===== config.mk =====
export PLATFORM = sky130hd
export DESIGN_NAME = tcw_muladd
export DESIGN_NICKNAME = d
export VERILOG_FILES = /design/src/hw/rtl/tcw_muladd.sv
export SDC_FILE = /design/constraint.sdc
export NUM_CORES = 1
export LEC_CHECK = 0
export BUFFER_PORTS_ARGS = -buffer_cell sky130_fd_sc_hd__buf_2
export CAP_MARGIN = 0
export CORE_ASPECT_RATIO = 2
export CORE_MARGIN = 5
export CORE_UTILIZATION = 60
export DETAILED_ROUTE_END_ITERATION = 6
export GPL_TIMING_DRIVEN = 1
export PLACE_DENSITY = 0.84
export SKIP_CTS_REPAIR_TIMING = 1
export SYNTH_ARGS = -nofsm -noshare
export SYNTH_HDL_FRONTEND = slang
export SYNTH_SLANG_ARGS = --single-unit

===== constraint.sdc =====
create_clock -name clk -period 12.8 [get_ports clk]
set_input_delay 1.92 -clock clk [delete_from_list [all_inputs] [get_ports clk]]
set_output_delay 1.92 -clock clk [all_outputs]
set_load 0.02 [all_outputs]

===== src/hw/rtl/tcw_muladd.sv =====
// Shared multiply-add unit: q = a * b + c, registered.
module tcw_muladd #(
    parameter int AW_IN = 7,
    parameter int BW_IN = 8,
    parameter int QW    = 14
) (
    input  logic             clk,
    input  logic             en,
    input  logic [AW_IN-1:0] a,
    input  logic [BW_IN-1:0] b,
    input  logic [BW_IN-1:0] c,
    output logic [QW-1:0]    q
);

    localparam int PW = AW_IN + BW_IN + 1;

    logic [PW-1:0] sum;
    logic [QW-1:0] q_reg;

    // Form the product and the addend at full width
    always_comb
    begin
        sum = PW'(a) * PW'(b) + PW'(c);
    end

    // Hold the result until the next operation
    always_ff @(posedge clk)
    begin
        if (en)
        begin
            q_reg <= QW'(sum);
        end
    end

    assign q = q_reg;

endmodule


==> summary.md, run 1 <==
Yosys
• 14 — EDFF count, synth
• 0.171 — share of synthesized area occupied by flip-flops and latches
• 251 — Cells after Synth
• 0.00245 sq mm — post-synthesis instance area
• edfxtp_1 — flip-flop cell with the highest count after synthesis
• 14 — number of synthesized register bits
• 0 — async set-reset flop share out of synthesis
• 28 — number of different library cells in the post-synthesis netlist
• 9.78 sq um — mean cell area of the mapped netlist
• 0 — warnings from Yosys
• 345 — Post-Syn Nets

Clocking
• 0.05 ns — clock transition at the register clock pins on the worst setup and hold paths after CTS
• 2 — largest buffer count on any clock path
• yes — clock tree from TritonCTS
• clkbuf_8 — root buf cell
• 1 — Clock H-tree levels
• 3 — CTS Buf Count
• 14 — clock sinks

Timing
• 6.94 ns — setup slack after layout
• 0 ns — Sum Neg Setup Slack
• 0.458 — final period utilization
• 0.786 — worst max-slew margin expressed relative to the limit
• 171 MHz — peak clock frequency supported by timing
• 5.86 ns — clock period minus worst slack
• 0 — Fin. Hold Viols
• 0.321 ns — Least-Margin Pin Slew
• 0 — total count of max-transition violations in the final report
• 0 — Finish-stage setup viols
• no — unrepaired setup endpoints after global routing
• 1.98 ns — worst hold slack after final layout

Cells and area
• 14 — number of flip-flops in the largest register
• 388 — Nets
• 0.154 — fraction of final layout cells with drive strength greater than 1
• 0.681 — post-route core utilization
• 12.2% — area added between synthesis and finish
• 0 — number of diodes added for antenna fixing
• 0.00276 sq mm — Final Cell Area

Floorplanning
• 0.607 — effective utilization at floorplan
• 100 um — die height
• 33 — cell row count
• 0.00555 sq mm — floorplan die area
• 55.2 um — Die W
• 0.00405 sq mm — area of the core
• 39 — I/O pins

Worst setup path
• q[11] — Critical Path End
• flop — type of destination of the critical path
• fa_1 — slowest stage cell on the critical path
• 5.84 ns — data arrival time of the worst path
• buf_2 -> and2_1 -> fa_1 -> inv_1 -> fa_1 -> inv_1 -> fa_1 -> inv_1 -> fa_1 -> inv_1 -> ha_1 -> a21o_1 -> a21oi_2 -> nand2_1 -> a221oi_1 -> xnor2_1 — CP Cell Sequence
• 0.54 ns — delay contributed by the slowest stage of the critical path
• b[3] — worst setup path start
• input pin to flop — WS Path Type
• 12.78 ns — required time of the critical path
• input pin — sort of element at the start of the critical path
• 7 — maximum fanout encountered on the critical timing path

Hold path
• c[0] — Min-Delay Startpoint
• input pin to flop — worst hold-check path type

Pwr
• 165 mW/mm^2 — power per cell area
• 0.078 — clock share of power
• 245 uW — Internal Pwr Total
• 0.725 — combinational share of power
• 100 uV — VDD IR max
• 0.00146 uW — leakage power
• 0.460 — Sw Ratio
• 208 uW — Sw Pwr
• 0.197 — share of total power in sequential cells

Route
• 40 — starting DRC count in detailed routing
• 5000 um — WL final
• 14.5 um — wire length per cell
• 0 — number of routed nets with antenna violations
• 0 — Remaining DRCs
• 4 — drt first pass iters
• 1,818 — vias after detailed routing
• 5.27 — average via count per standard cell

Global route
• 8470 um — wire length of the first global-routing pass
• 0.193 — GRT Overall Usage
• 15 — pin count of the biggest net entering global routing
• 0 — global-route congestion overflow total
• 0 — number of antenna violations at the first check in global routing
• 1,924 — vias in the first global route

Run
• 0 — max-capacitance violation count

Placed design
• 6.67 ns — pre-CTS setup slack
• 38 — port bufs
• 0.894 — Routability Congestion
• 4500 um — Detail Placement HPWL
• 0.00271 sq mm — cell area reported after detailed placement

Status
• complete, no violations — result of the run

-- cells in the mapped netlist (2+ instances only) --
cell / instances / area share
edfxtp_1: 14 / 0.17
nor3_1: 2 / 0.0041
a21o_1: 3 / 0.0092
nand2_1: 22 / 0.034
xnor2_1: 10 / 0.036
o2111ai_1: 2 / 0.0071
and4_2: 2 / 0.0082
inv_1: 62 / 0.095
xor2_1: 4 / 0.014
ha_1: 33 / 0.17
nand3_1: 2 / 0.0041
fa_1: 36 / 0.29
and2_1: 38 / 0.097
a21oi_1: 7 / 0.014
-- layout by cell type, fill, tap and decap left out --
master / n
a211o_1: 1
a21o_1: 3
a21oi_1: 7
a21oi_2: 1
a221oi_1: 1
a221oi_2: 1
a31oi_1: 1
and2_1: 38
and3_1: 1
and4_2: 2
and4b_1: 1
buf_2: 38
clkbuf_8: 3
clkinv_1: 1
edfxtp_1: 14
fa_1: 36
ha_1: 33
inv_1: 62
nand2_1: 22
nand3_1: 2
nand3b_1: 1
nor2_1: 1
nor2b_1: 1
nor3_1: 2
o2111ai_1: 2
o211a_1: 1
o21a_1: 1
o21ai_0: 1
or2_1: 1
xnor2_1: 10
xor2_1: 4
-- routing by layer --
metal / share of wire / global-route usage / wire length [um]
met5: 0 / 0 / 0
met4: 0.039 / 0.0936 / 197
met3: 0.033 / 0.0295 / 167
met2: 0.62 / 0.398 / 3090
met1: 0.31 / 0.174 / 1550
-- worst min-delay path by stage --
| stage | end | slack, ns | cells after the start |
|---|---|---|---|
| 6_report | q[0] | 1.98 | 2 |
| 5_1_grt | q[0] | 2.00 | 2 |
| 4_1_cts | q[0] | 1.99 | 2 |
| 3_5_place_dp | q[0] | 2.23 | 2 |
| 3_3_place_gp | q[0] | 2.24 | 2 |
| 2_1_floorplan | q[0] | 2.03 | 0 |
-- metrics by stage --
| stage | std cells | total power [uW] |
|---|---|---|
| after global routing | 345 | 500 |
| after CTS | 345 | 458 |
| final | 345 | 454 |
| after floorplan | 251 | 340 |
| after detailed placement | 341 | 421 |
| after global placement | 341 | 407 |
-- cell families after synthesis --
kind of cell    count (synthesis)  share of synthesized area
xor+xnor                       14                     0.0499
fa+ha+maj                      69                      0.462
simple gates                   72                      0.163
flops                          14                      0.171
buf+inv                        62                     0.0948
compound gates                 20                     0.0591
-- power groups by stage --
stage          Clock, uW  Combinational [uW]  Sequential, uW
2_1_floorplan          0                 222             117
3_3_place_gp           0                 317            90.2
3_5_place_dp           0                 330            90.6
4_1_cts             35.7                 332            89.8
5_1_grt             37.3                 372            91.6
6_report            35.3                 329            89.5
-- final cells by class --
class                           count  area [sq um]
Multi-Input combinational cell    175          1800
Fill cell                         369          1290
Sequential cell                    14           420
Inverter                           62           233
Timing Repair Buffer               38           190
Tap cell                           52          65.1
Clock buffer                        3          41.3
Clock inverter                      1          3.75
-- worst max-delay path: cells and delay by family --
family,cells,cell delay [ns]
adders and majority gates,5,2.42
AOI/OAI and AO/OA,3,0.78
buffers and inverters,5,0.33
and+or+nand+nor,2,0.31
xor gates and xnor gates,1,0.10
Power figures use the tool's default switching activity.
==> run 2: changes to the inputs <==
--- a/config.mk
+++ b/config.mk
@@ -9,10 +9,10 @@
 export CAP_MARGIN = 0
 export CORE_ASPECT_RATIO = 2
 export CORE_MARGIN = 5
-export CORE_UTILIZATION = 60
+export CORE_UTILIZATION = 53
 export DETAILED_ROUTE_END_ITERATION = 6
 export GPL_TIMING_DRIVEN = 1
-export PLACE_DENSITY = 0.84
+export PLACE_DENSITY = 0.78
 export SKIP_CTS_REPAIR_TIMING = 1
 export SYNTH_ARGS = -nofsm -noshare
 export SYNTH_HDL_FRONTEND = slang
==> constraint.sdc (replaced) <==
create_clock -name clk -period 5 [get_ports clk]
set_input_delay 0.75 -clock clk [delete_from_list [all_inputs] [get_ports clk]]
set_output_delay 0.75 -clock clk [all_outputs]
set_load 0.02 [all_outputs]
==> summary.md, run 2 (synthesized netlist as in run 1, its figures left out) <==
Cells and area
• 0.159 — fraction of final layout cells with drive strength greater than 1, +0.00574
• 0.00180 sq mm — area occupied by multi-input gates, unchanged
• inv_1 (62), and2_1 (38), buf_2 (38), fa_1 (36), ha_1 (33) — highest-count cells in the layout ignoring fill and taps
• 350 — final cell count without fillers, +1.4%
• 14 — number of flip-flops in the largest register, unchanged
• 390 — Nets, +0.52%
• inv_1 — most common library cell in the layout ignoring fill and taps
• 440 — Fillers, +19%
• 0 — number of diodes added for antenna fixing, unchanged
• 420 sq um — area of all sequential standard cells, unchanged
• 13.0% — area added between synthesis and finish

Route
• 28 — starting DRC count in detailed routing, -30%
• 4870 um — WL final, -2.6%
• 0 — number of routed nets with antenna violations, unchanged
• 1520 um — post-route met1 wirelength, -1.9%
• met4 — highest routed metal layer
• 4 — drt first pass iters, unchanged
• 0 — Remaining DRCs, unchanged
• 124 um — detailed route wirelength on metal3, -26%
• 3010 um — Routed met2 length, -2.6%
• 13.9 um — wire length per cell, -4.0%
• 1,825 — vias after detailed routing, +0.39%
• 5.21 — average via count per standard cell, -1.0%

Timing
• 0.797 — worst max-slew margin expressed relative to the limit, +0.0117
• no — unrepaired setup endpoints after global routing
• 4.78 ns — clock period minus worst slack
• 0 — total count of max-transition violations in the final report, unchanged
• 209 MHz — peak clock frequency supported by timing
• 0 ns — Sum Neg Setup Slack, unchanged
• 0.304 ns — Least-Margin Pin Slew, -0.0175 ns
• 0.955 — final period utilization
• 0.223 ns — setup slack after layout, -6.72 ns
• 0 — Finish-stage setup viols, unchanged
• 0 — Fin. Hold Viols, unchanged

Clocking
• 0.06 ns — clock transition at the register clock pins on the worst setup and hold paths after CTS, about the same
• 1 — Clock H-tree levels, unchanged
• 14 — clock sinks, unchanged
• 2 — largest buffer count on any clock path, unchanged
• yes — clock tree from TritonCTS
• 3 — CTS Buf Count, unchanged
• clkbuf_8 — root buf cell

Floorplanning
• 106 um — die height, +5.8%
• 58.1 um — Die W, +5.2%
• 0.00455 sq mm — area of the core, +13%
• 0.539 — effective utilization at floorplan, -0.0677
• 0.00618 sq mm — floorplan die area, +11%
• 35 — cell row count, +6.1%
• 39 — I/O pins, unchanged

Pwr
• 425 mW/mm^2 — power per cell area, +160%
• 327 uV — VDD IR max, +230%
• 0.00147 uW — leakage power, +0.66%

Worst setup path
• 7 — maximum fanout encountered on the critical timing path, unchanged
• b[3] — worst setup path start
• flop — type of destination of the critical path
• 4.76 ns — data arrival time of the worst path, -1.08 ns
• input pin to flop — WS Path Type
• fa_1 — slowest stage cell on the critical path
• input pin — sort of element at the start of the critical path
• adder cells — CP delay by family, top
• buf_2 -> and2_1 -> fa_1 -> inv_1 -> fa_1 -> inv_1 -> fa_1 -> inv_1 -> fa_1 -> inv_1 -> ha_1 -> a21o_1 -> a21oi_2 -> nand2_1 -> a221oi_1 -> xnor2_1 — CP Cell Sequence
• 4.99 ns — required time of the critical path, -7.79 ns
• 0.54 ns — delay contributed by the slowest stage of the critical path, about the same
• 5 — crit path buf inv count, unchanged

Hold path
• c[0] — Min-Delay Startpoint
• input pin to flop — worst hold-check path type

Global route
• 1,955 — vias in the first global route, +1.6%
• 8390 um — wire length of the first global-routing pass, -0.98%
• 0 — number of antenna violations at the first check in global routing, unchanged
• 0 — global-route congestion overflow total, unchanged
• 15 — pin count of the biggest net entering global routing, unchanged
• 0.173 — GRT Overall Usage, -0.0205

Run
• 0 — max-capacitance violation count, unchanged

Placed design
• 346 — placed instance count, +1.5%
• 38 — port bufs, unchanged
• -0.0154 ns — pre-CTS setup slack, -6.69 ns
• 0.898 — Routability Congestion, +0.44%
• 4320 um — Detail Placement HPWL, -4.0%

Status
• complete, no violations — result of the run

run 2: cell types whose count changed in the layout (fill, tap and decap cells not counted):
| cell | previous run | this run |
|---|---|---|
| buf_4 | 0 | 2 |
run 2: metrics by stage:
step	instance area (sq um)	utilization	hold slack (ns)	total power [uW]
2_1_floorplan	2450	-	0.862	869
3_3_place_gp	2730	0.599	1.06	1070
3_5_place_dp	2730	0.599	1.05	1090
4_1_cts	2770	0.609	0.806	1190
5_1_grt	2770	0.609	0.818	1310
6_report	2770	0.609	0.806	1180
run 2: layout make-up:
type                    count  share of cell area
clock buffers               3              0.0149
clock inverters             1             0.00135
inverters                  62              0.0839
multi-input cells         175               0.650
flip-flops and latches     14               0.152
well taps                  55              0.0248
repair buffers             40              0.0740
run 2: metal layers:
layer / track usage / vias up
li1: - / 871
met1: 0.176 / 902
met2: 0.337 / 36
met3: 0.0134 / 16
met4: 0.0779 / 0
met5: 0 / -
run 2: power by group:
part / internal [uW] / leakage, uW / switching, uW
clock network: 54.2 / 0.0000231 / 36.2
registers: 221 / 0.000137 / 8.55
logic: 363 / 0.00131 / 496
run 2: final timing paths:
kind,end,cells after the start
max,q[11],16
min,q[0],2
==> run 3: changes to the inputs <==
--- a/config.mk
+++ b/config.mk
@@ -12,6 +12,7 @@
 export CORE_UTILIZATION = 53
 export DETAILED_ROUTE_END_ITERATION = 6
 export GPL_TIMING_DRIVEN = 1
+export MAX_ROUTING_LAYER = met4
 export PLACE_DENSITY = 0.78
 export SKIP_CTS_REPAIR_TIMING = 1
 export SYNTH_ARGS = -nofsm -noshare
==> summary.md, run 3 (synthesized netlist as in run 1, its figures left out) <==
Route
• 4890 um — WL final, +0.25%
• 25 — starting DRC count in detailed routing, -11%
• 14.0 um — wire length per cell, +0.25%
• 4 — drt first pass iters, unchanged
• 5.18 — average via count per standard cell, -0.66%
• 0 — Remaining DRCs, unchanged
• 0 — number of routed nets with antenna violations, unchanged
• 1,813 — vias after detailed routing, -0.66%

Floorplanning
• 106 um — die height, unchanged
• 0.00618 sq mm — floorplan die area, unchanged
• 35 — cell row count, unchanged
• 58.1 um — Die W, unchanged
• 39 — I/O pins, unchanged
• 0.00455 sq mm — area of the core, unchanged
• 0.539 — effective utilization at floorplan, unchanged

Global route
• 0.178 — GRT Overall Usage, +0.00487
• 8400 um — wire length of the first global-routing pass, +0.17%
• 0 — global-route congestion overflow total, unchanged
• 1,955 — vias in the first global route, unchanged
• 0 — number of antenna violations at the first check in global routing, unchanged
• 15 — pin count of the biggest net entering global routing, unchanged

Cells and area
• 13.0% — area added between synthesis and finish, unchanged
• inv_1 — most common library cell in the layout ignoring fill and taps
• 440 — Fillers, unchanged
• 14 — number of flip-flops in the largest register, unchanged
• 350 — final cell count without fillers, unchanged
• inv_1 (62), and2_1 (38), buf_2 (38), fa_1 (36), ha_1 (33) — highest-count cells in the layout ignoring fill and taps
• 0.159 — fraction of final layout cells with drive strength greater than 1, unchanged
• 390 — Nets, unchanged
• 0 — number of diodes added for antenna fixing, unchanged

Run
• 0 — max-capacitance violation count, unchanged

Timing
• 0.304 ns — Least-Margin Pin Slew, +0.000243 ns
• 0 ns — Sum Neg Setup Slack, unchanged
• 209 MHz — peak clock frequency supported by timing, about the same
• 4.78 ns — clock period minus worst slack, +0.00472 ns
• 0.797 — worst max-slew margin expressed relative to the limit, about the same
• 0 — Fin. Hold Viols, unchanged
• 0 — total count of max-transition violations in the final report, unchanged
• 0.807 ns — worst hold slack after final layout, +0.00101 ns
• 0.956 — final period utilization, about the same
• 0 — Finish-stage setup viols, unchanged
• no — unrepaired setup endpoints after global routing

Placed design
• 38 — port bufs, unchanged
• 346 — placed instance count, unchanged
• 4320 um — Detail Placement HPWL, unchanged
• 0.913 — Routability Congestion, +1.7%

Clocking
• yes — clock tree from TritonCTS
• 0.06 ns — clock transition at the register clock pins on the worst setup and hold paths after CTS, about the same
• clkbuf_8 — root buf cell
• 3 — CTS Buf Count, unchanged
• 14 — clock sinks, unchanged
• 1 — Clock H-tree levels, unchanged
• 2 — largest buffer count on any clock path, unchanged

Worst setup path
• 4.98 ns — required time of the critical path, about the same
• 4.77 ns — data arrival time of the worst path, about the same
• 7 — maximum fanout encountered on the critical timing path, unchanged
• input pin — sort of element at the start of the critical path
• flop — type of destination of the critical path
• input pin to flop — WS Path Type

Hold path
• input pin to flop — worst hold-check path type

Pwr
• 0.00147 uW — leakage power, unchanged
• 425 mW/mm^2 — power per cell area, about the same
• 326 uV — VDD IR max, -0.12%

Status
• complete, no violations — result of the run

==> run 3: report_power, final <==
| group | switching [uW] | leakage [uW] | internal (uW) | total (uW) |
|---|---|---|---|---|
| combinational | 496 | 0.00131 | 363 | 859 |
| sequential | 8.55 | 0.000137 | 221 | 229 |
| clock | 35.9 | 0.0000231 | 54.2 | 90.0 |
| total | 540 | 0.00147 | 638 | 1180 |
==> run 3: layout make-up <==
type	instances	area [sq um]	share of cell area
repair buffers	40	205	0.0740
well taps	55	68.8	0.0248
multi-input cells	175	1800	0.650
flip-flops and latches	14	420	0.152
inverters	62	233	0.0839
clock buffers	3	41.3	0.0149
clock inverters	1	3.75	0.00135
==> run 3: worst paths after layout <==
check             endpoint  depth (start not counted)  slack (ns)  startpoint
setup / recovery     q[11]                         16        0.22        b[3]
hold / removal        q[0]                          2        0.81        c[0]
==> run 3: worst max-delay path, cell delays in order <==
cell and delay, ns:
buf_2 0.14, and2_1 0.18, fa_1 0.53, inv_1 0.05, fa_1 0.52, inv_1 0.07, fa_1 0.54, inv_1 0.06
fa_1 0.53, inv_1 0.04, ha_1 0.36, a21o_1 0.24, a21oi_2 0.20, nand2_1 0.12, a221oi_1 0.31, xnor2_1 0.11
==> run 3: per-stage QoR <==
stage / power, uW / setup WS (ns) / utilization / instance area, sq um
finish: 1180 / 0.218 / 0.609 / 2770
global route: 1310 / 0.0128 / 0.609 / 2770
CTS: 1190 / 0.199 / 0.609 / 2770
detailed placement: 1090 / -0.0154 / 0.599 / 2730
global placement: 1070 / 0.0495 / 0.599 / 2730
floorplan: 869 / 0.403 / - / 2450
==> run 3: layer usage <==
metal | part of all wire | wire [um] | vias to the layer above | GRT usage
li1 | - | - | 871 | -
met1 | 0.32 | 1560 | 892 | 0.177
met2 | 0.61 | 2990 | 36 | 0.337
met3 | 0.025 | 123 | 14 | 0.0134
met4 | 0.044 | 214 | 0 | 0.0779
met5 | 0 | 0 | - | -
