**config.mk**
```make
export PLATFORM = sky130hd
export DESIGN_NAME = tcw_seq
export DESIGN_NICKNAME = d
export VERILOG_FILES = /design/src/hw/rtl/tcw_pkg.sv /design/src/hw/rtl/tcw_seq.sv
export SDC_FILE = /design/constraint.sdc
export NUM_CORES = 1
export LEC_CHECK = 0
export ABC_AREA = 1
export BUFFER_PORTS_ARGS = -buffer_cell sky130_fd_sc_hd__buf_4
export CORE_AREA = 3 3 164 166
export DETAILED_ROUTE_END_ITERATION = 6
export DIE_AREA = 0 0 167 169
export PLACE_DENSITY = 0.52
export SLEW_MARGIN = 20
export SYNTH_ARGS = -nofsm -noshare
export SYNTH_HDL_FRONTEND = slang
export SYNTH_SLANG_ARGS = --single-unit
```
**constraint.sdc**
```tcl
create_clock -name clk -period 3.8 [get_ports clk]
set_input_delay 0.76 -clock clk [delete_from_list [all_inputs] [get_ports clk]]
set_output_delay 0.76 -clock clk [all_outputs]
set_load 0.01 [all_outputs]
```
**src/hw/rtl/tcw_pkg.sv**
```systemverilog
// Shared types, constants and codes for the text console character writer.
package tcw_pkg;

    // Default geometry of the cell store
    localparam int MAX_COLS_DEF = 128;
    localparam int MAX_ROWS_DEF = 64;

    // Control characters
    localparam logic [7:0] CH_BACKSPACE = 8'd8;
    localparam logic [7:0] CH_NEWLINE   = 8'd10;

    // Configuration register indexes and reset values
    localparam int CFG_DATA_W  = 8;
    localparam int CFG_INDEX_W = 1;
    localparam logic [CFG_INDEX_W-1:0] CFG_COLUMNS = 1'b0;
    localparam logic [CFG_INDEX_W-1:0] CFG_ROWS    = 1'b1;
    localparam logic [7:0] COLUMNS_RESET = 8'd80;
    localparam logic [6:0] ROWS_RESET    = 7'd25;

    // Function codes
    localparam logic FUNC_PUT  = 1'b0;
    localparam logic FUNC_READ = 1'b1;

    // Cell layout: color in the high byte, character in the low byte
    localparam int CELL_W = 16;

    typedef struct packed {
        logic        func;
        logic [7:0]  char_code;
        logic [7:0]  color;
        logic [12:0] cell_addr;
    } in_word_t;

    typedef struct packed {
        logic [12:0] cursor_offset;
        logic [7:0]  cell_char;
        logic [7:0]  cell_color;
    } out_word_t;

    typedef enum logic [3:0] {
        ST_CLEAR,
        ST_IDLE,
        ST_PUT_DECIDE,
        ST_WRITE_ADDR,
        ST_WRITE_CHAR,
        ST_FILL_ADDR,
        ST_FILL_READ,
        ST_FILL_CHECK,
        ST_SCROLL_INIT,
        ST_SCROLL_COPY,
        ST_SCROLL_CLEAR,
        ST_READ_ISSUE,
        ST_READ_DONE,
        ST_DONE
    } tcw_state_t;

    // Where to continue once a scroll is finished
    typedef enum logic {
        CONT_FILL,
        CONT_WRITE
    } tcw_cont_t;

endpackage

```
**src/hw/rtl/tcw_seq.sv**
```systemverilog
// Sequencer: cursor, put/read/scroll steps, clearing pass and output register.
module tcw_seq #(
    parameter int MAX_COLS = tcw_pkg::MAX_COLS_DEF,
    parameter int MAX_ROWS = tcw_pkg::MAX_ROWS_DEF,
    localparam int CW    = $clog2(MAX_COLS + 1),
    localparam int RW    = $clog2(MAX_ROWS + 1),
    localparam int DEPTH = MAX_COLS * MAX_ROWS,
    localparam int OW    = $clog2(DEPTH + 1),
    localparam int AW    = (DEPTH > 1) ? $clog2(DEPTH) : 1
) (
    input  logic                      clk,
    input  logic                      rst_n,
    input  logic [CW-1:0]             nc,
    input  logic [RW-1:0]             nr,
    input  logic                      in_valid,
    output logic                      in_ready,
    input  tcw_pkg::in_word_t         in_data,
    output logic                      out_valid,
    input  logic                      out_ready,
    output tcw_pkg::out_word_t        out_data,
    output logic                      mul_en,
    output logic [RW-1:0]             mul_a,
    output logic [CW-1:0]             mul_b,
    output logic [CW-1:0]             mul_c,
    input  logic [OW-1:0]             mul_q,
    output logic                      ram_we,
    output logic [AW-1:0]             ram_waddr,
    output logic [tcw_pkg::CELL_W-1:0] ram_wdata,
    output logic                      ram_re,
    output logic [AW-1:0]             ram_raddr,
    input  logic [tcw_pkg::CELL_W-1:0] ram_rdata
);

    tcw_pkg::tcw_state_t state_reg, state_next;
    tcw_pkg::tcw_cont_t  cont_reg, cont_next;
    tcw_pkg::in_word_t   in_reg, in_next;
    tcw_pkg::out_word_t  out_data_reg, out_data_next;
    logic                out_valid_reg, out_valid_next;
    logic [CW-1:0]       col_reg, col_next;
    logic [RW-1:0]       row_reg, row_next;
    logic [OW-1:0]       cnt_reg, cnt_next;
    logic                pend_reg, pend_next;
    logic [AW-1:0]       pend_addr_reg, pend_addr_next;
    logic [7:0]          rchar_reg, rchar_next;
    logic [7:0]          rcolor_reg, rcolor_next;

    logic [CW-1:0] nc_m1;
    logic [RW-1:0] nr_m1;
    logic          in_fire;
    logic          is_bs;
    logic          is_nl;
    logic          rd_in_range;
    logic [OW-1:0] scroll_end;

    assign nc_m1       = nc - CW'(1);
    assign nr_m1       = nr - RW'(1);
    assign in_ready    = (state_reg == tcw_pkg::ST_IDLE);
    assign in_fire     = in_valid && in_ready;
    assign is_bs       = (in_reg.char_code == tcw_pkg::CH_BACKSPACE);
    assign is_nl       = (in_reg.char_code == tcw_pkg::CH_NEWLINE);
    assign rd_in_range = (int'(in_reg.cell_addr) < DEPTH);
    assign scroll_end  = mul_q + OW'(nc);

    assign out_valid = out_valid_reg;
    assign out_data  = out_data_reg;

    // Next state and datapath control
    always_comb
    begin
        state_next     = state_reg;
        cont_next      = cont_reg;
        in_next        = in_reg;
        out_data_next  = out_data_reg;
        out_valid_next = out_valid_reg;
        col_next       = col_reg;
        row_next       = row_reg;
        cnt_next       = cnt_reg;
        pend_next      = pend_reg;
        pend_addr_next = pend_addr_reg;
        rchar_next     = rchar_reg;
        rcolor_next    = rcolor_reg;

        mul_en    = 1'b0;
        mul_a     = row_reg;
        mul_b     = nc;
        mul_c     = col_reg;
        ram_we    = 1'b0;
        ram_waddr = AW'(mul_q);
        ram_wdata = '0;
        ram_re    = 1'b0;
        ram_raddr = AW'(mul_q);

        // Drop the output word once it is taken
        if (out_valid_reg && out_ready)
        begin
            out_valid_next = 1'b0;
        end

        unique case (state_reg)
            tcw_pkg::ST_CLEAR:
            begin
                // Zero the whole store, one cell a cycle
                ram_we    = 1'b1;
                ram_waddr = AW'(cnt_reg);
                if (cnt_reg == OW'(DEPTH - 1))
                begin
                    cnt_next   = '0;
                    state_next = tcw_pkg::ST_IDLE;
                end
                else
                begin
                    cnt_next = cnt_reg + OW'(1);
                end
            end

            tcw_pkg::ST_IDLE:
            begin
                if (in_fire)
                begin
                    in_next     = in_data;
                    rchar_next  = '0;
                    rcolor_next = '0;
                    if (in_data.func == tcw_pkg::FUNC_PUT)
                    begin
                        // Clamp a stale cursor to the area in use
                        row_next   = (row_reg > nr_m1) ? nr_m1 : row_reg;
                        col_next   = (col_reg > nc) ? nc : col_reg;
                        state_next = tcw_pkg::ST_PUT_DECIDE;
                    end
                    else
                    begin
                        state_next = tcw_pkg::ST_READ_ISSUE;
                    end
                end
            end

            tcw_pkg::ST_PUT_DECIDE:
            begin
                if (is_bs)
                begin
                    // Step back, wrapping to the previous row; stay at top-left
                    if (col_reg != '0)
                    begin
                        col_next = col_reg - CW'(1);
                    end
                    else if (row_reg != '0)
                    begin
                        col_next = nc_m1;
                        row_next = row_reg - RW'(1);
                    end
                    state_next = tcw_pkg::ST_FILL_ADDR;
                end
                else if ((col_reg == nc) || is_nl)
                begin
                    // Go to the start of the next row, scrolling at the bottom
                    col_next = '0;
                    if (row_reg == nr_m1)
                    begin
                        cont_next  = is_nl ? tcw_pkg::CONT_FILL : tcw_pkg::CONT_WRITE;
                        state_next = tcw_pkg::ST_SCROLL_INIT;
                    end
                    else
                    begin
                        row_next   = row_reg + RW'(1);
                        state_next = is_nl ? tcw_pkg::ST_FILL_ADDR : tcw_pkg::ST_WRITE_ADDR;
                    end
                end
                else
                begin
                    state_next = tcw_pkg::ST_WRITE_ADDR;
                end
            end

            tcw_pkg::ST_WRITE_ADDR:
            begin
                mul_en     = 1'b1;
                state_next = tcw_pkg::ST_WRITE_CHAR;
            end

            tcw_pkg::ST_WRITE_CHAR:
            begin
                // Store character and color, then advance the column; after the last cell of the bottom row, scroll
                ram_we    = 1'b1;
                ram_wdata = {in_reg.color, in_reg.char_code};
                if ((row_reg == nr_m1) && ((col_reg + CW'(1)) == nc))
                begin
                    if (row_reg != '0)
                    begin
                        row_next = row_reg - RW'(1);
                        col_next = col_reg + CW'(1);
                    end
                    else
                    begin
                        col_next = '0;
                    end
                    cont_next  = tcw_pkg::CONT_FILL;
                    state_next = tcw_pkg::ST_SCROLL_INIT;
                end
                else
                begin
                    col_next   = col_reg + CW'(1);
                    state_next = tcw_pkg::ST_FILL_ADDR;
                end
            end

            tcw_pkg::ST_FILL_ADDR:
            begin
                mul_en     = 1'b1;
                state_next = tcw_pkg::ST_FILL_READ;
            end

            tcw_pkg::ST_FILL_READ:
            begin
                ram_re     = 1'b1;
                state_next = tcw_pkg::ST_FILL_CHECK;
            end

            tcw_pkg::ST_FILL_CHECK:
            begin
                // Give an empty cell the input color; backspace also clears the character
                if (is_bs)
                begin
                    ram_we    = 1'b1;
                    ram_wdata = {(ram_rdata[7:0] == 8'd0) ? in_reg.color : ram_rdata[15:8],
                                 8'd0};
                end
                else if (ram_rdata[7:0] == 8'd0)
                begin
                    ram_we    = 1'b1;
                    ram_wdata = {in_reg.color, 8'd0};
                end
                state_next = tcw_pkg::ST_DONE;
            end

            tcw_pkg::ST_SCROLL_INIT:
            begin
                // Cells to move: (rows - 1) * columns
                mul_en     = 1'b1;
                mul_a      = nr_m1;
                mul_c      = '0;
                cnt_next   = '0;
                pend_next  = 1'b0;
                state_next = tcw_pkg::ST_SCROLL_COPY;
            end

            tcw_pkg::ST_SCROLL_COPY:
            begin
                // Read one row ahead, write the word back in the next cycle
                if (pend_reg)
                begin
                    ram_we    = 1'b1;
                    ram_waddr = pend_addr_reg;
                    ram_wdata = ram_rdata;
                end
                if (cnt_reg < mul_q)
                begin
                    ram_re         = 1'b1;
                    ram_raddr      = AW'(cnt_reg + OW'(nc));
                    pend_next      = 1'b1;
                    pend_addr_next = AW'(cnt_reg);
                    cnt_next       = cnt_reg + OW'(1);
                end
                else
                begin
                    pend_next = 1'b0;
                    if (!pend_reg)
                    begin
                        state_next = tcw_pkg::ST_SCROLL_CLEAR;
                    end
                end
            end

            tcw_pkg::ST_SCROLL_CLEAR:
            begin
                // Blank the last row in use
                ram_we    = 1'b1;
                ram_waddr = AW'(cnt_reg);
                if ((cnt_reg + OW'(1)) == scroll_end)
                begin
                    cnt_next   = '0;
                    state_next = (cont_reg == tcw_pkg::CONT_WRITE) ? tcw_pkg::ST_WRITE_ADDR
                                                                   : tcw_pkg::ST_FILL_ADDR;
                end
                else
                begin
                    cnt_next = cnt_reg + OW'(1);
                end
            end

            tcw_pkg::ST_READ_ISSUE:
            begin
                ram_re     = rd_in_range;
                ram_raddr  = AW'(in_reg.cell_addr);
                mul_en     = 1'b1;
                state_next = tcw_pkg::ST_READ_DONE;
            end

            tcw_pkg::ST_READ_DONE:
            begin
                if (rd_in_range)
                begin
                    rchar_next  = ram_rdata[7:0];
                    rcolor_next = ram_rdata[15:8];
                end
                state_next = tcw_pkg::ST_DONE;
            end

            tcw_pkg::ST_DONE:
            begin
                // Load the output register once it is free
                if (!out_valid_reg || out_ready)
                begin
                    out_valid_next              = 1'b1;
                    out_data_next.cursor_offset = 13'(mul_q);
                    out_data_next.cell_char     = rchar_reg;
                    out_data_next.cell_color    = rcolor_reg;
                    state_next                  = tcw_pkg::ST_IDLE;
                end
            end

            default:
            begin
                state_next = tcw_pkg::ST_IDLE;
            end
        endcase
    end

    // Control state
    always_ff @(posedge clk or negedge rst_n)
    begin
        if (!rst_n)
        begin
            state_reg     <= tcw_pkg::ST_CLEAR;
            cont_reg      <= tcw_pkg::CONT_FILL;
            out_valid_reg <= 1'b0;
            col_reg       <= '0;
            row_reg       <= '0;
            cnt_reg       <= '0;
            pend_reg      <= 1'b0;
        end
        else
        begin
            state_reg     <= state_next;
            cont_reg      <= cont_next;
            out_valid_reg <= out_valid_next;
            col_reg       <= col_next;
            row_reg       <= row_next;
            cnt_reg       <= cnt_next;
            pend_reg      <= pend_next;
        end
    end

    // Payload
    always_ff @(posedge clk)
    begin
        in_reg        <= in_next;
        out_data_reg  <= out_data_next;
        pend_addr_reg <= pend_addr_next;
        rchar_reg     <= rchar_next;
        rcolor_reg    <= rcolor_next;
    end

endmodule

```
==> out/qor.txt, run 1 <==
Status: finished clean
Post-synth EDFFs: 87
Count leader, synth: nand2_1
Clk_lat worst skew: 0.42 ns
CTS tree: yes
Die W: 167 um
Post-synth cell types: 48
Worst Path Required: 3.04 ns
Synth top area cells: edfxtp_1 (29%), nand2_1 (15%), dfrtp_1 (10%)
Total Power: 7370 uW
Dpl hpwl: 25500 um
Largest net degree at the start of global routing: 37
Compound-Gate Fraction of Synth Area: 0.119
Worst Setup Path Type: input port to output port
Die Y: 169 um
Max frequency: 274 MHz
Yosys warning total: 0
Grt total ovfl: 0
Startpoint types: input port
Post-Synth Simple-Gate Area: 0.283
Hold crit path type: input port to async pin
Synthesized instance count: 1193
MaxCap Viol Count: 0
Via/cell ratio: 5.09
Place WS: 0.0205 ns
Post-layout instance area: 11300 um^2
Max Clock Skew: 0.00957 ns
Antenna violations before repair: 0
Worst setup EP type: output port
Final hold vios: 0
# hold bufs at CTS: 0
Ports: 178
Synthesized cell area: 8890 um^2
Sequential fraction of the synthesis area: 0.395
Die footprint: 28200 um^2
Final worst slack: 0.150 ns
Post-synth top cells: nand2_1 (352), inv_1 (175), nor2_1 (114), edfxtp_1 (87), nand3_1 (70)
Worst reg-to-reg setup slack: 0.67 ns
Period utilization: 0.960
Growth of design area from synthesis to finish: 27.0%
Largest area contributor in the netlist: edfxtp_1
Syn avg cell area: 7.45 um^2
H-tree depth: 4
Initial Utilization: 0.345
Vias in the first global route: 8604
Routability cong.: 0.960
Synth async-reset ratio: 0.293
Initial DRC count: 779
Clock Pin Slew Worst Setup and Hold Paths: 0.06 ns
Diode count: 0
Total track usage: 0.225
Detailed-route DRC error count: 0
Crit path arrival time: 2.89 ns
Antenna Nets Post-Route: 0
Total Wirelength: 32000 um
Layout Nets: 1521
Synthesis-stage register bit count: 123
Sum Neg Setup Slack: 0 ns
Slew @ Worst Pin: 1.07 ns
Final core occ: 0.438
Max FO, Critical Path: 24
Setup violators final: 0
Synth top area share: 0.294
Port buffer count: 177
Slew margin rel.: 0.285
RSZ-0062 raised after global routing: false
Total vias in the final route: 8838
Post-Place Cell Area: 10700 um^2
Final Slew Violations: 0
Power Density: 652 nW/um^2
Reg2reg start: col_reg[0]
Synth Area in XOR/XNOR: 0.0315
Post-DR wirelength/cell: 18.4 um
Combinational family with the most area after synthesis: simple AND/OR/NAND/NOR gates
CTS max path bufs: 2
Peak supply drop: 308 uV
Core Box Area: 25800 um^2
Share of cells above drive strength 1: 0.193
Post-synthesis adder-cell area fraction: 0.0763
First-pass GRT wire length: 49300 um
Syn nets: 1325
Root buf cell: clkbuf_16
CTS buffer count: 17
Reg-to-reg endpoint: col_reg[6]
Post-synth top flop: edfxtp_1
Num rows: 59
DR pass1 iterations: 6
Min Clock Period, post-route: 3.65 ns
Worst r2r path cells: 14
Multiplexer area fraction after synthesis: 0
LEAKAGE: 0.00547 uW
CTS sink count: 123
## stage by stage
stage               hold slack (ns)  instances
finish                        0.318       1737
global route                  0.339       1737
CTS                           0.331       1733
detailed placement            0.405       1701
global placement              0.401       1701
floorplan                     0.400       1193
## placed cells by master, fill, tap and decap left out, drive strengths merged, types with 8 or more instances in the layout
master and count:
a21oi 45, buf 205, clkbuf 17, clkinv 8
dfrtp 36, edfxtp 87, ha 51, inv 189
nand2 356, nand3 71, nand3b 11, nand4 18
nor2 122, nor3 15, o2111ai 11, o21ai 66
o221ai 17, o22ai 9, xor2 27
## kinds of logic after synthesis
group	count (synthesis)
simple gates	599
buf+inv	211
compound gates	175
flops	123
fa+ha+maj	53
xor+xnor	32
## worst max-delay path by stage
stage	startpoint	endpoint	slack [ns]
after detailed placement	nr[0]	col_reg[3]	0.02
final	mul_q[1]	ram_raddr[7]	0.15
after global placement	mul_q[1]	ram_raddr[7]	0.07
after global routing	cnt_reg[4]	ram_raddr[11]	0.004
after CTS	cnt_reg[0]	ram_raddr[12]	0.03
after floorplan	mul_q[1]	ram_raddr[6]	0.41
## what timing repair did
| item | 4_1_cts | 5_1_grt |
|---|---|---|
| endpoints found under the setup margin | 0 | 3 |
| resized for setup | 0 | 6 |
| buffers inserted | 0 | 4 |
## per-layer routing
metal  GRT usage  wire length, um
met3      0.0383             2020
met2       0.379            15000
met1       0.300            14300
met4      0.0628              725
met5           0                0
## worst max-delay path, cell delays in order
cell	delay, ns
buf_4	0.13
inv_1	0.10
ha_1	0.29
a21boi_1	0.12
o21ai_0	0.15
o211ai_1	0.16
nand2_1	0.09
nand2_1	0.08
nor2_2	0.17
buf_12	0.22
nand3_1	0.16
a32oi_2	0.27
buf_4	0.17
## power breakdown
group / internal (uW) / total, uW / leakage [uW] / switching (uW)
Clock: 857 / 1570 / 0.000275 / 708
Combinational: 1390 / 3730 / 0.00394 / 2340
Sequential: 1770 / 2080 / 0.00126 / 304
Total: 4020 / 7370 / 0.00547 / 3350
## area by class of cell
type / instances / area, um^2
inverter: 183 / 687
clock buffer: 17 / 425
timing repair buffer: 205 / 1550
multi-input combinational: 859 / 4570
clock inverter: 15 / 126
tap: 335 / 419
fill: 2680 / 14500
sequential: 123 / 3510
Power figures use the tool's default switching activity.
==> run 2, diff against run 1 <==
--- a/config.mk
+++ b/config.mk
@@ -7,10 +7,12 @@
 export LEC_CHECK = 0
 export ABC_AREA = 1
 export BUFFER_PORTS_ARGS = -buffer_cell sky130_fd_sc_hd__buf_4
+export CAP_MARGIN = 20
 export CORE_AREA = 3 3 164 166
 export DETAILED_ROUTE_END_ITERATION = 6
 export DIE_AREA = 0 0 167 169
 export PLACE_DENSITY = 0.52
+export RECOVER_POWER = 100
 export SLEW_MARGIN = 20
 export SYNTH_ARGS = -nofsm -noshare
 export SYNTH_HDL_FRONTEND = slang
==> run 2 against run 1 <==
  * Highest routed layer unchanged
  * Count of clock-buffer cells in the layout unchanged
  * Routed wire length increased by 0.12%
  * The flow now finishes with violations (capacitance limit, slew limit)
  * Sequential power about the same
==> out/qor.txt, run 2 (synthesis results as in run 1) <==
Status: finished, violations left
Failing checks: capacitance limit, slew limit
Final hold vios: 0
Post-Place Cell Area: 10700 um^2
Initial DRC count: 801
Total Wirelength: 32100 um
Worst Path Required: 3.04 ns
CTS buffer count: 17
Max FO, Critical Path: 24
Most frequent cells in the layout: nand2_1 (352), inv_1 (175), nor2_1 (113)
CTS max path bufs: 2
CTS tree: yes
First-pass GRT wire length: 49300 um
Layout Nets: 1521
Sum Neg Setup Slack: 0 ns
Antenna violations before repair: 0
Antenna Nets Post-Route: 0
Dpl hpwl: 25500 um
MaxCap Viol Count: 2
Min Clock Period, post-route: 3.67 ns
RSZ-0062 raised after global routing: false
Ports: 178
Post-DR wirelength/cell: 18.5 um
Port buffer count: 177
Power Density: 657 nW/um^2
Core Box Area: 25800 um^2
Diode count: 0
Hold crit path type: flop to flop
Die Y: 169 um
Max Clock Skew: 0.00844 ns
Slew @ Worst Pin: 2.27 ns
Worst setup EP type: output port
Clock Pin Slew Worst Setup and Hold Paths: 0.06 ns
Clk_lat worst skew: 0.43 ns
Routability cong.: 0.960
Period utilization: 0.967
Final Slew Violations: 67
Post-layout instance area: 10900 um^2
Root buf cell: clkbuf_16
Via/cell ratio: 5.10
H-tree depth: 4
Largest net degree at the start of global routing: 37
Growth of design area from synthesis to finish: 22.3%
Total vias in the final route: 8866
Setup violators final: 0
Num rows: 59
Total Power: 7140 uW
Die W: 167 um
Worst reg-to-reg setup slack: 0.46 ns
Slew margin rel.: -0.516
LEAKAGE: 0.00507 uW
Initial Utilization: 0.345
Crit path arrival time: 2.91 ns
Peak supply drop: 281 uV
Worst Setup Path Type: input port to output port
Max frequency: 272 MHz
Grt total ovfl: 0
Share of cells above drive strength 1: 0.116
Detailed-route DRC error count: 0
Startpoint types: input port
Vias in the first global route: 8604
Total track usage: 0.225
Die footprint: 28200 um^2
DR pass1 iterations: 6
Most common cell after layout, fill and taps aside: nand2_1
CTS sink count: 123
==> run 2: worst max-delay path: stages <==
cell and delay [ns]:
buf_4 0.13, inv_1 0.10, ha_1 0.29, a21boi_0 0.12, o21ai_0 0.17, o211ai_1 0.16
nand2_1 0.09, nand2_1 0.08, nor2_2 0.17, buf_12 0.22, nand3_1 0.16, a32oi_2 0.28
buf_4 0.17
==> run 2: layout make-up <==
type                    count  area (um^2)
repair buffers            205         1170
clock buffers              17          425
well taps                 335          419
flip-flops and latches    123         3510
multi-input cells         859         4540
fillers                  2771        14900
inverters                 183          687
clock inverters            15          126
==> run 2: report_power, final <==
group	internal (uW)	switching [uW]	leakage, uW	total (uW)
clock network	857	709	0.000275	1570
registers	1780	302	0.00126	2080
logic	1170	2330	0.00354	3490
==> run 2: what timing repair did <==
action	4_1_cts	5_1_grt
buffers inserted	0	4
endpoints found under the hold margin	0	0
hold buffers	0	0
resized for setup	0	6
endpoints found under the setup margin	0	3
==> run 2: routing by layer <==
layer,track usage,vias to the layer above,part of all wire
li1,-,4356,-
met1,0.300,4125,0.45
met2,0.379,335,0.47
met3,0.0383,50,0.062
met4,0.0628,0,0.024
met5,0,-,0
==> run 2: path summary, 6_finish.rpt <==
kind,start,end,cells past startpoint
setup / recovery,mul_q[1],ram_raddr[7],13
hold / removal,rcolor_reg[3],out_data[3],0
setup reg to reg,cnt_reg[1],cnt_reg[6],14
hold reg to reg,rcolor_reg[3],out_data[3],0
max in group asynchronous,rst_n,cnt_reg[0],1
min in group asynchronous,rst_n,row_reg[1],1
==> run 2: stage by stage <==
step	utilization	worst slack [ns]	std cells	hold WS, ns
4_1_cts	0.436	0.0327	1733	0.331
5_1_grt	0.422	0.00396	1737	0.421
2_1_floorplan	-	0.410	1193	0.400
6_report	0.422	0.126	1737	0.416
3_3_place_gp	0.415	0.0746	1701	0.401
3_5_place_dp	0.415	0.0205	1701	0.405
